[config.mk]
export PLATFORM = sky130hd
export DESIGN_NAME = fixed_block_allocator_flat
export DESIGN_NICKNAME = d
export VERILOG_FILES = /design/src/rtl/core/fba_pkg.sv /design/src/rtl/core/fba_ifs.sv /design/src/rtl/core/fixed_block_allocator.sv /design/src/flat_wrapper.sv
export SDC_FILE = /design/constraint.sdc
export NUM_CORES = 2
export LEC_CHECK = 0
export BUFFER_PORTS_ARGS = -buffer_cell sky130_fd_sc_hd__buf_2
export CORE_MARGIN = 4
export CORE_UTILIZATION = 45
export CTS_CLUSTER_DIAMETER = 200
export DETAILED_ROUTE_END_ITERATION = 10
export PLACE_DENSITY_LB_ADDON = 0.1
export SLEW_MARGIN = 20
export SYNTH_ARGS = -nofsm -noshare
export SYNTH_HDL_FRONTEND = slang
export SYNTH_SLANG_ARGS = --single-unit
[constraint.sdc]
create_clock -name clk -period 12.1 [get_ports clk]
set_input_delay 2.42 -clock clk [delete_from_list [all_inputs] [get_ports clk]]
set_output_delay 2.42 -clock clk [all_outputs]
set_load 0.02 [all_outputs]
[src/rtl/core/fba_pkg.sv]
`timescale 1ns / 1ps

package fba_pkg;

  // pool geometry
  localparam int NUM_BLOCKS      = 256;
  localparam int WORD_BYTES      = 8;
  localparam int WORD_SHIFT      = $clog2(WORD_BYTES);
  localparam int MAX_BLOCK_BYTES = 4096;

  // field widths
  localparam int OFF_W  = 20;
  localparam int CNT_W  = 9;
  localparam int SIZE_W = 13;
  localparam int IDX_W  = $clog2(NUM_BLOCKS);

  // configuration port
  localparam int CFG_IDX_W  = 4;
  localparam int CFG_DATA_W = 13;
  localparam logic [CFG_IDX_W-1:0] CFG_BLOCK_BYTES = CFG_IDX_W'(0);
  localparam logic [CFG_IDX_W-1:0] CFG_BLOCK_COUNT = CFG_IDX_W'(1);

  typedef enum logic {
    OP_ALLOC = 1'b0,
    OP_FREE  = 1'b1
  } op_t;

  typedef enum logic [1:0] {
    STATUS_OK    = 2'd0,
    STATUS_EMPTY = 2'd1,
    STATUS_BAD   = 2'd2
  } status_t;

endpackage

[src/rtl/core/fba_ifs.sv]
`timescale 1ns / 1ps

interface fba_req_if;
  logic                          valid;
  logic                          ready;
  fba_pkg::op_t                  op;
  logic [fba_pkg::OFF_W-1:0]     block_offset;

  modport source (output valid, output op, output block_offset, input ready);
  modport sink   (input valid, input op, input block_offset, output ready);
endinterface

interface fba_rsp_if;
  logic                          valid;
  logic                          ready;
  fba_pkg::status_t              status;
  logic [fba_pkg::OFF_W-1:0]     granted_offset;
  logic [fba_pkg::CNT_W-1:0]     free_count;

  modport source (output valid, output status, output granted_offset, output free_count,
                  input ready);
  modport sink   (input valid, input status, input granted_offset, input free_count,
                  output ready);
endinterface

[src/rtl/core/fixed_block_allocator.sv]
`timescale 1ns / 1ps

// fixed-size block allocator: hands out and takes back equal blocks of a pool through a
// lifo free list, one request transaction at a time. block k lies at byte offset
// WORD_BYTES + k * size, size being block_bytes clamped to [WORD_BYTES, 4096] and rounded
// up to a word multiple. after reset and after a write to either register the pool is
// rechained (per-entry valid bits stand in for the chain, so there is no clearing pass)
// and the highest block goes out first. an allocate loads the result register after 8
// shift-add steps of the offset multiply and then the finish state; a free loads it
// after 20 restoring-division steps that turn the offset into a block index, then the
// finish state; both run on one shared 21-bit adder. a request that fails early (empty
// pool, offset below the first block) goes straight to the finish state. in_req.ready
// is high only while the block is idle; a finished result waits in the output register,
// and a request whose result register is still held by an unaccepted transaction waits
// in its finish state. the next request is taken as soon as the result register has
// been loaded. bad offsets, blocks past the configured count and frees into a full pool
// report status 2 and leave the list untouched; a double free into a pool that is not
// full is pushed again.
module fixed_block_allocator (
  input  logic                             clk,
  input  logic                             rst_n,
  fba_req_if.sink                          in_req,
  fba_rsp_if.source                        out_rsp,
  input  logic                             cfg_we,
  input  logic [fba_pkg::CFG_IDX_W-1:0]    cfg_index,
  input  logic [fba_pkg::CFG_DATA_W-1:0]   cfg_wdata
);

  localparam int OFF_W  = fba_pkg::OFF_W;
  localparam int CNT_W  = fba_pkg::CNT_W;
  localparam int SIZE_W = fba_pkg::SIZE_W;
  localparam int IDX_W  = fba_pkg::IDX_W;
  localparam int ALU_W  = OFF_W + 1;
  localparam int STEP_W = $clog2(OFF_W + 1);
  localparam int NB     = fba_pkg::NUM_BLOCKS;

  typedef enum logic [2:0] {
    ST_INIT,
    ST_IDLE,
    ST_MUL,
    ST_DIV,
    ST_FIN
  } state_t;

  // control and datapath registers
  state_t                    state_r,       state_nxt;
  logic [SIZE_W-1:0]         block_bytes_r, block_bytes_nxt;
  logic [CNT_W-1:0]          block_count_r, block_count_nxt;
  logic [IDX_W-1:0]          head_r,        head_nxt;
  logic [CNT_W-1:0]          free_r,        free_nxt;
  logic [NB-1:0]             vld_r,         vld_nxt;
  logic [STEP_W-1:0]         cnt_r,         cnt_nxt;
  fba_pkg::op_t              op_r,          op_nxt;
  logic                      empty_r,       empty_nxt;
  logic                      pre_ok_r,      pre_ok_nxt;
  logic [OFF_W-1:0]          acc_r,         acc_nxt;
  logic [IDX_W-1:0]          mcand_r,       mcand_nxt;
  logic [OFF_W-1:0]          dvd_r,         dvd_nxt;
  logic [SIZE_W-1:0]         rem_r,         rem_nxt;
  logic [OFF_W-1:0]          quo_r,         quo_nxt;

  // result register
  logic                      out_valid_r,   out_valid_nxt;
  fba_pkg::status_t          out_status_r,  out_status_nxt;
  logic [OFF_W-1:0]          out_granted_r, out_granted_nxt;
  logic [CNT_W-1:0]          out_count_r,   out_count_nxt;

  // link store
  logic [IDX_W-1:0]          link_mem [NB];
  logic [IDX_W-1:0]          link_rd_r;
  logic                      link_rd_vld_r;
  logic                      mem_we;
  logic [IDX_W-1:0]          mem_waddr;
  logic [IDX_W-1:0]          mem_wdata;

  // effective geometry
  logic [SIZE_W-1:0]         size_clamp;
  logic [SIZE_W-1:0]         size_round;
  logic [SIZE_W-1:0]         eff_size;
  logic [CNT_W-1:0]          n_eff;
  logic [IDX_W-1:0]          head_link;

  // shared adder
  logic [ALU_W-1:0]          alu_a;
  logic [ALU_W-1:0]          alu_b;
  logic                      alu_cin;
  logic [ALU_W-1:0]          alu_sum;
  logic [SIZE_W:0]           div_shifted;
  logic                      div_fits;

  logic                      in_fire;
  logic                      load_out;
  logic                      free_ok;

  // block size: clamp, then round up to a word multiple
  always_comb begin
    if (block_bytes_r < SIZE_W'(fba_pkg::WORD_BYTES)) begin
      size_clamp = SIZE_W'(fba_pkg::WORD_BYTES);
    end else if (block_bytes_r > SIZE_W'(fba_pkg::MAX_BLOCK_BYTES)) begin
      size_clamp = SIZE_W'(fba_pkg::MAX_BLOCK_BYTES);
    end else begin
      size_clamp = block_bytes_r;
    end
    size_round = size_clamp + SIZE_W'(fba_pkg::WORD_BYTES - 1);
    eff_size   = {size_round[SIZE_W-1:fba_pkg::WORD_SHIFT], {fba_pkg::WORD_SHIFT{1'b0}}};
  end

  assign n_eff = (block_count_r > CNT_W'(NB)) ? CNT_W'(NB) : block_count_r;

  // an entry never written since the last rechain still holds its walk value
  assign head_link = link_rd_vld_r ? link_rd_r :
                     ((head_r == '0) ? '0 : head_r - IDX_W'(1));

  // one adder serves both the multiply (shift-add) and the divide (trial subtract)
  assign div_shifted = {rem_r, dvd_r[OFF_W-1]};

  always_comb begin
    if (state_r == ST_DIV) begin
      alu_a   = ALU_W'(div_shifted);
      alu_b   = ~ALU_W'(eff_size);
      alu_cin = 1'b1;
    end else begin
      alu_a   = {acc_r, 1'b0};
      alu_b   = mcand_r[IDX_W-1] ? ALU_W'(eff_size) : '0;
      alu_cin = 1'b0;
    end
  end

  assign alu_sum  = alu_a + alu_b + ALU_W'(alu_cin);
  assign div_fits = ~alu_sum[ALU_W-1];

  assign in_fire  = in_req.valid && in_req.ready;
  assign load_out = (state_r == ST_FIN) && (!out_valid_r || out_rsp.ready);
  assign free_ok  = pre_ok_r && (rem_r == '0) && (quo_r < OFF_W'(n_eff)) && (free_r < n_eff);

  always_comb begin
    state_nxt       = state_r;
    block_bytes_nxt = block_bytes_r;
    block_count_nxt = block_count_r;
    head_nxt        = head_r;
    free_nxt        = free_r;
    vld_nxt         = vld_r;
    cnt_nxt         = cnt_r;
    op_nxt          = op_r;
    empty_nxt       = empty_r;
    pre_ok_nxt      = pre_ok_r;
    acc_nxt         = acc_r;
    mcand_nxt       = mcand_r;
    dvd_nxt         = dvd_r;
    rem_nxt         = rem_r;
    quo_nxt         = quo_r;
    out_status_nxt  = out_status_r;
    out_granted_nxt = out_granted_r;
    out_count_nxt   = out_count_r;
    out_valid_nxt   = out_valid_r && !out_rsp.ready;
    mem_we          = 1'b0;
    mem_waddr       = quo_r[IDX_W-1:0];
    mem_wdata       = head_r;

    case (state_r)
      ST_INIT: begin
        // rechain: every entry back to its walk value
        vld_nxt   = '0;
        free_nxt  = n_eff;
        head_nxt  = (n_eff == '0) ? '0 : IDX_W'(n_eff - CNT_W'(1));
        state_nxt = ST_IDLE;
      end

      ST_IDLE: begin
        if (in_fire) begin
          op_nxt  = in_req.op;
          cnt_nxt = '0;
          if (in_req.op == fba_pkg::OP_ALLOC) begin
            empty_nxt = (free_r == '0);
            acc_nxt   = '0;
            mcand_nxt = head_r;
            state_nxt = (free_r == '0) ? ST_FIN : ST_MUL;
          end else begin
            pre_ok_nxt = (in_req.block_offset >= OFF_W'(fba_pkg::WORD_BYTES));
            dvd_nxt    = in_req.block_offset - OFF_W'(fba_pkg::WORD_BYTES);
            rem_nxt    = '0;
            quo_nxt    = '0;
            state_nxt  = (in_req.block_offset >= OFF_W'(fba_pkg::WORD_BYTES)) ?
                         ST_DIV : ST_FIN;
          end
        end
      end

      ST_MUL: begin
        // msb-first shift-add of head index times block size
        acc_nxt   = alu_sum[OFF_W-1:0];
        mcand_nxt = mcand_r << 1;
        cnt_nxt   = cnt_r + STEP_W'(1);
        if (cnt_r == STEP_W'(IDX_W - 1)) begin
          state_nxt = ST_FIN;
        end
      end

      ST_DIV: begin
        // restoring division, one quotient bit a cycle
        rem_nxt   = div_fits ? alu_sum[SIZE_W-1:0] : div_shifted[SIZE_W-1:0];
        quo_nxt   = {quo_r[OFF_W-2:0], div_fits};
        dvd_nxt   = dvd_r << 1;
        cnt_nxt   = cnt_r + STEP_W'(1);
        if (cnt_r == STEP_W'(OFF_W - 1)) begin
          state_nxt = ST_FIN;
        end
      end

      ST_FIN: begin
        if (load_out) begin
          out_valid_nxt = 1'b1;
          state_nxt     = ST_IDLE;
          if (op_r == fba_pkg::OP_ALLOC) begin
            if (empty_r) begin
              out_status_nxt  = fba_pkg::STATUS_EMPTY;
              out_granted_nxt = '0;
              out_count_nxt   = free_r;
            end else begin
              out_status_nxt  = fba_pkg::STATUS_OK;
              out_granted_nxt = acc_r + OFF_W'(fba_pkg::WORD_BYTES);
              out_count_nxt   = free_r - CNT_W'(1);
              head_nxt        = head_link;
              free_nxt        = free_r - CNT_W'(1);
            end
          end else begin
            out_granted_nxt = '0;
            if (free_ok) begin
              // push the freed block onto the list
              out_status_nxt      = fba_pkg::STATUS_OK;
              out_count_nxt       = free_r + CNT_W'(1);
              mem_we              = 1'b1;
              vld_nxt[mem_waddr]  = 1'b1;
              head_nxt            = quo_r[IDX_W-1:0];
              free_nxt            = free_r + CNT_W'(1);
            end else begin
              out_status_nxt = fba_pkg::STATUS_BAD;
              out_count_nxt  = free_r;
            end
          end
        end
      end

      default: begin
        state_nxt = ST_INIT;
      end
    endcase

    // the user makes register writes only while idle (not enforced); each rechains the pool
    if (cfg_we) begin
      if (cfg_index == fba_pkg::CFG_BLOCK_BYTES) begin
        block_bytes_nxt = cfg_wdata;
        state_nxt       = ST_INIT;
      end else if (cfg_index == fba_pkg::CFG_BLOCK_COUNT) begin
        block_count_nxt = cfg_wdata[CNT_W-1:0];
        state_nxt       = ST_INIT;
      end
    end
  end

  always_ff @(posedge clk) begin
    if (!rst_n) begin
      state_r       <= ST_INIT;
      block_bytes_r <= SIZE_W'(fba_pkg::WORD_BYTES);
      block_count_r <= CNT_W'(NB);
      head_r        <= '0;
      free_r        <= '0;
      vld_r         <= '0;
      cnt_r         <= '0;
      op_r          <= fba_pkg::OP_ALLOC;
      empty_r       <= 1'b0;
      pre_ok_r      <= 1'b0;
      out_valid_r   <= 1'b0;
    end else begin
      state_r       <= state_nxt;
      block_bytes_r <= block_bytes_nxt;
      block_count_r <= block_count_nxt;
      head_r        <= head_nxt;
      free_r        <= free_nxt;
      vld_r         <= vld_nxt;
      cnt_r         <= cnt_nxt;
      op_r          <= op_nxt;
      empty_r       <= empty_nxt;
      pre_ok_r      <= pre_ok_nxt;
      out_valid_r   <= out_valid_nxt;
    end
    acc_r         <= acc_nxt;
    mcand_r       <= mcand_nxt;
    dvd_r         <= dvd_nxt;
    rem_r         <= rem_nxt;
    quo_r         <= quo_nxt;
    out_status_r  <= out_status_nxt;
    out_granted_r <= out_granted_nxt;
    out_count_r   <= out_count_nxt;
  end

  // link store: one write port, one registered read at the list head
  always_ff @(posedge clk) begin
    if (mem_we) begin
      link_mem[mem_waddr] <= mem_wdata;
    end
    link_rd_r     <= link_mem[head_r];
    link_rd_vld_r <= vld_r[head_r];
  end

  assign in_req.ready           = (state_r == ST_IDLE);
  assign out_rsp.valid          = out_valid_r;
  assign out_rsp.status         = out_status_r;
  assign out_rsp.granted_offset = out_granted_r;
  assign out_rsp.free_count     = out_count_r;

  // free count never exceeds the configured pool
  a_free_bounded: assert property (@(posedge clk) disable iff (!rst_n)
    (state_r != ST_INIT) |-> (free_r <= n_eff))
    else $error("free count above configured block count");

  // while blocks are free the head names a configured block
  a_head_in_pool: assert property (@(posedge clk) disable iff (!rst_n)
    ((state_r != ST_INIT) && (free_r != '0)) |-> (32'(head_r) < 32'(n_eff)))
    else $error("list head outside configured pool");

  // a result appears only when a request finishes
  a_result_from_fin: assert property (@(posedge clk) disable iff (!rst_n)
    $rose(out_valid_r) |-> $past(state_r == ST_FIN))
    else $error("result transaction without a finished request");

endmodule
[src/flat_wrapper.sv]
// flat-port wrapper written by rule: the top's interface ports become plain ports
module fixed_block_allocator_flat 
  (clk, rst_n, cfg_we, cfg_index, cfg_wdata, in_req_valid, in_req_op, in_req_block_offset, in_req_ready, out_rsp_valid, out_rsp_status, out_rsp_granted_offset, out_rsp_free_count, out_rsp_ready);
  fba_req_if in_req_i ();
  fba_rsp_if out_rsp_i ();
  input  logic clk;
  input  logic rst_n;
  input  logic cfg_we;
  input  logic [fba_pkg::CFG_IDX_W-1:0] cfg_index;
  input  logic [fba_pkg::CFG_DATA_W-1:0] cfg_wdata;
  input wire logic [$bits(in_req_i.valid)-1:0] in_req_valid;
  input wire logic [$bits(in_req_i.op)-1:0] in_req_op;
  input wire logic [$bits(in_req_i.block_offset)-1:0] in_req_block_offset;
  output wire logic [$bits(in_req_i.ready)-1:0] in_req_ready;
  output wire logic [$bits(out_rsp_i.valid)-1:0] out_rsp_valid;
  output wire logic [$bits(out_rsp_i.status)-1:0] out_rsp_status;
  output wire logic [$bits(out_rsp_i.granted_offset)-1:0] out_rsp_granted_offset;
  output wire logic [$bits(out_rsp_i.free_count)-1:0] out_rsp_free_count;
  input wire logic [$bits(out_rsp_i.ready)-1:0] out_rsp_ready;
  assign in_req_i.valid = in_req_valid;
  assign in_req_i.op = in_req_op;
  assign in_req_i.block_offset = in_req_block_offset;
  assign in_req_ready = in_req_i.ready;
  assign out_rsp_valid = out_rsp_i.valid;
  assign out_rsp_status = out_rsp_i.status;
  assign out_rsp_granted_offset = out_rsp_i.granted_offset;
  assign out_rsp_free_count = out_rsp_i.free_count;
  assign out_rsp_i.ready = out_rsp_ready;
  fixed_block_allocator u_core (.clk(clk), .rst_n(rst_n), .in_req(in_req_i), .out_rsp(out_rsp_i), .cfg_we(cfg_we), .cfg_index(cfg_index), .cfg_wdata(cfg_wdata));
endmodule
==> run_results.csv <==
group,metric,value,unit
clock_tree,postCtsSetupBuffers,0,
clock_tree,cts_inserted_buffers,278,
routing,top_layer,"met5",
logic_synthesis,synth_area_leader_cell,"edfxtp_1",
sta,fmax,193,MHz
power,vdd_drop_max,0.119,mV
clock_tree,clock_sinks,2476,
cells_and_area,fin_nets,5784,
cells_and_area,register_area,71200,um^2
logic_synthesis,synthesis.area,98700,um^2
power,leakage,35.1,nW
logic_synthesis,syn_inst,5582,
sta,hold_viol_final,0,
cells_and_area,final_util,50.9,%
clock_tree,cts_resized,0,
routing,via_per_inst,6.18,
logic_synthesis,synth_top_area_share,65.7,%
sta,setup_violations,0,
sta,rsz0062_at_grt,"no",
flow_run,drv_cap,0,
logic_synthesis,synth_ff_type,"edfxtp_1",
cells_and_area,multi_input_area,25800,um^2
logic_synthesis,yosys_register_bits,2476,
routing,met3WireLength,20200,um
routing,wl_met2,135000,um
floorplanning,initial_core_util,45.4,%
routing,routedWlPerCell,32.3,um
min_path,hold_path.class,"reg -> reg",
setup_path,cp-start-kind,"register",
cells_and_area,drive_above_1_share,20.7,%
floorplanning,dieHeight,476,um
routing,antenna_left,0,
global_route,antenna_found_initial,9,
logic_synthesis,avgSynthCellArea,17.7,um^2
clock_tree,hold_buffers,0,
sta,slew_violations,0,
floorplanning,ios,76,
sta,max_slew_margin,18.7,%
logic_synthesis,synthesis.nets,5658,
logic_synthesis,synth-async-reset-ratio,0,%
routing,drtIter0Drc,6132,
global_route,grt_max_degree,236,
clock_tree,clock_latency,0.91,ns
setup_path,critPathRequiredTime,12.61,ns
logic_synthesis,synthTopCellsByArea,"edfxtp_1 (66%), mux4_2 (13%), dfxtp_1 (6.4%)",
placement,placement.io_buffers,75,
routing,routed_wl,283000,um
setup_path,crit_fanout,16,
setup_path,arrival,5.69,ns
floorplanning,core,218000,um^2
routing,drc,0,
sta,tightest_slew,1.22,ns
sta,period_share,42.8,%
logic_synthesis,yosysWarnings,0,
floorplanning,fp.dieW,476,um
logic_synthesis,yosysSeqAreaShare,72.1,%
routing,drtPass1Iterations,8,
floorplanning,num_rows,171,
global_route,gr-usage-all-layers,24.6,%
clock_tree,clockBufferDepth,4,
clock_tree,cts.clk_slew.worst_paths,0.06,ns
global_route,grt_pass1_vias,54100,
logic_synthesis,ys_types,85,
placement,hpwl,170000,um
setup_path,end_kind,"register",
setup_path,critical_path_class,"reg -> reg",
logic_synthesis,synth-edff-count,2160,
global_route,grt_pass1_wl,406000,um
floorplanning,dieArea,227000,um^2
sta,skew,0.0485,ns
clock_tree,cts_root_buf,"clkbuf_16",
global_route,overflow,0,
routing,vias,54100,
routing,m1WireLength,118000,um
sta,fin_crit,5.18,ns
cells_and_area,area.growth.synth_to_final,12.1,%
placement,place_congestion,0.816,
sta,fin_tns_setup,0,ns
clock_tree,cts_tree,"built",
cells_and_area,fillers,17600,
clock_tree,h-tree-depth,5,
outcome,status,"completed",
power,power.density,181,nW/um^2
-- cells in the mapped netlist, types with 25 or more instances --
| master | number |
|---|---|
| clkbuf_1 | 194 |
| a22o_1 | 175 |
| a31oi_1 | 25 |
| mux4_2 | 561 |
| and3_1 | 31 |
| ha_1 | 33 |
| o21ai_0 | 181 |
| a221oi_1 | 33 |
| o22ai_1 | 34 |
| nor3_1 | 45 |
| a22oi_1 | 78 |
| edfxtp_1 | 2160 |
| buf_4 | 32 |
| dfxtp_1 | 316 |
| xnor2_1 | 26 |
| xor2_1 | 32 |
| buf_2 | 107 |
| and2_1 | 27 |
| a21oi_1 | 88 |
| nor2b_1 | 25 |
| nor2_1 | 433 |
| nand2_1 | 357 |
| mux2i_1 | 148 |
| nand3_1 | 89 |
-- placed cells by master, fill, tap and decap left out, drive strengths merged, types with 25 or more instances in the layout --
cell type and count:
a21oi 88, a221oi 33, a22o 175, a22oi 78
a31oi 26, and2 29, and3 31, buf 217
clkbuf 363, clkinv 77, dfxtp 316, edfxtp 2160
ha 33, inv 28, mux2i 148, mux4 561
nand2 357, nand3 89, nor2 433, nor2b 25
nor3 48, o21ai 183, o22ai 34, xnor2 26
xor2 32
-- state kept, by name (all words and copies together), names as in the netlist --
name,count
u_core.cnt_r,5
u_core.quo_r,20
u_core.dvd_r,20
u_core.rem_r,13
u_core.link_rd_r,8
u_core.out_rsp.status,2
u_core.vld_r,256
u_core.out_rsp.valid,1
u_core.link_rd_vld_r,1
u_core.link_mem,2048
u_core.empty_r,1
u_core.pre_ok_r,1
u_core.block_count_r,9
u_core.op_r,1
u_core.free_r,9
u_core.mcand_r,8
u_core.block_bytes_r,13
u_core.out_rsp.free_count,9
u_core.out_rsp.granted_offset,20
u_core.state_r,3
u_core.acc_r,20
u_core.head_r,8
-- stage by stage --
stage / instances / cell area (um^2) / setup WS (ns) / power (W) / hold slack [ns]
6_report: 8743 / 111000 / 6.92 / 0.0201 / 0.446
5_1_grt: 8743 / 111000 / 6.64 / 0.0207 / 0.473
4_1_cts: 8742 / 111000 / 7.03 / 0.0202 / 0.450
3_5_place_dp: 8282 / 102000 / 6.24 / 0.0122 / 0.437
3_3_place_gp: 8282 / 102000 / 6.28 / 0.0122 / 0.430
2_1_floorplan: 5582 / 98700 / 6.04 / 0.0113 / 0.420
-- critical path: stages, from the launching register on --
cell and delay (ns):
dfxtp_1 0.57, inv_1 0.31, nand2_1 0.21, ha_1 0.28, a21oi_1 0.15, a21boi_0 0.20
nor4_1 0.30, o2111ai_1 0.15, buf_4 0.24, nor3_2 0.39, nand3_2 0.99, nor2_1 1.00
-- area by class of cell --
| type | count | area share [%] |
|---|---|---|
| Antenna cell | 1 | 0.00226 |
| Clock buffer | 363 | 6.80 |
| Clock inverter | 97 | 0.813 |
| Inverter | 28 | 0.102 |
| Multi-Input combinational cell | 2707 | 23.3 |
| Sequential cell | 2476 | 64.3 |
| Tap cell | 2854 | 3.23 |
| Timing Repair Buffer | 217 | 1.47 |
-- kinds of logic after synthesis --
logic type / synth area share [%]
flops: 72.1
simple gates: 5.21
compound gates: 5.39
mux: 14.4
buf+inv: 1.95
xor+xnor: 0.515
fa+ha+maj: 0.418
other cells: 0.00380
-- power breakdown --
part / total, W / leakage, nW / internal (W) / switching (W)
Clock: 0.00800 / 4.11 / 0.00473 / 0.00327
Combinational: 0.00238 / 8.88 / 0.000778 / 0.00160
Sequential: 0.00967 / 22.2 / 0.00955 / 0.000116
Total: 0.0201 / 35.1 / 0.0151 / 0.00499
-- metal layers --
layer  GRT usage [%]  vias up
li1                -    22700
met1            34.7    28600
met2            39.0     2253
met3            4.52      478
met4            7.90        4
met5               0        -
-- path summary, 6_finish.rpt --
path / depth (start not counted) / slack [ns] / startpoint / end
worst max-delay path: 11 / 6.92 / u_core.block_count_r[8] / u_core.link_mem[221][0]
worst max register to register: 11 / 6.92 / u_core.block_count_r[8] / u_core.link_mem[221][0]
worst min-delay path: 2 / 0.45 / u_core.vld_r[42] / u_core.vld_r[42]
worst min register to register: 2 / 0.45 / u_core.vld_r[42] / u_core.vld_r[42]
Power figures use the tool's default switching activity.
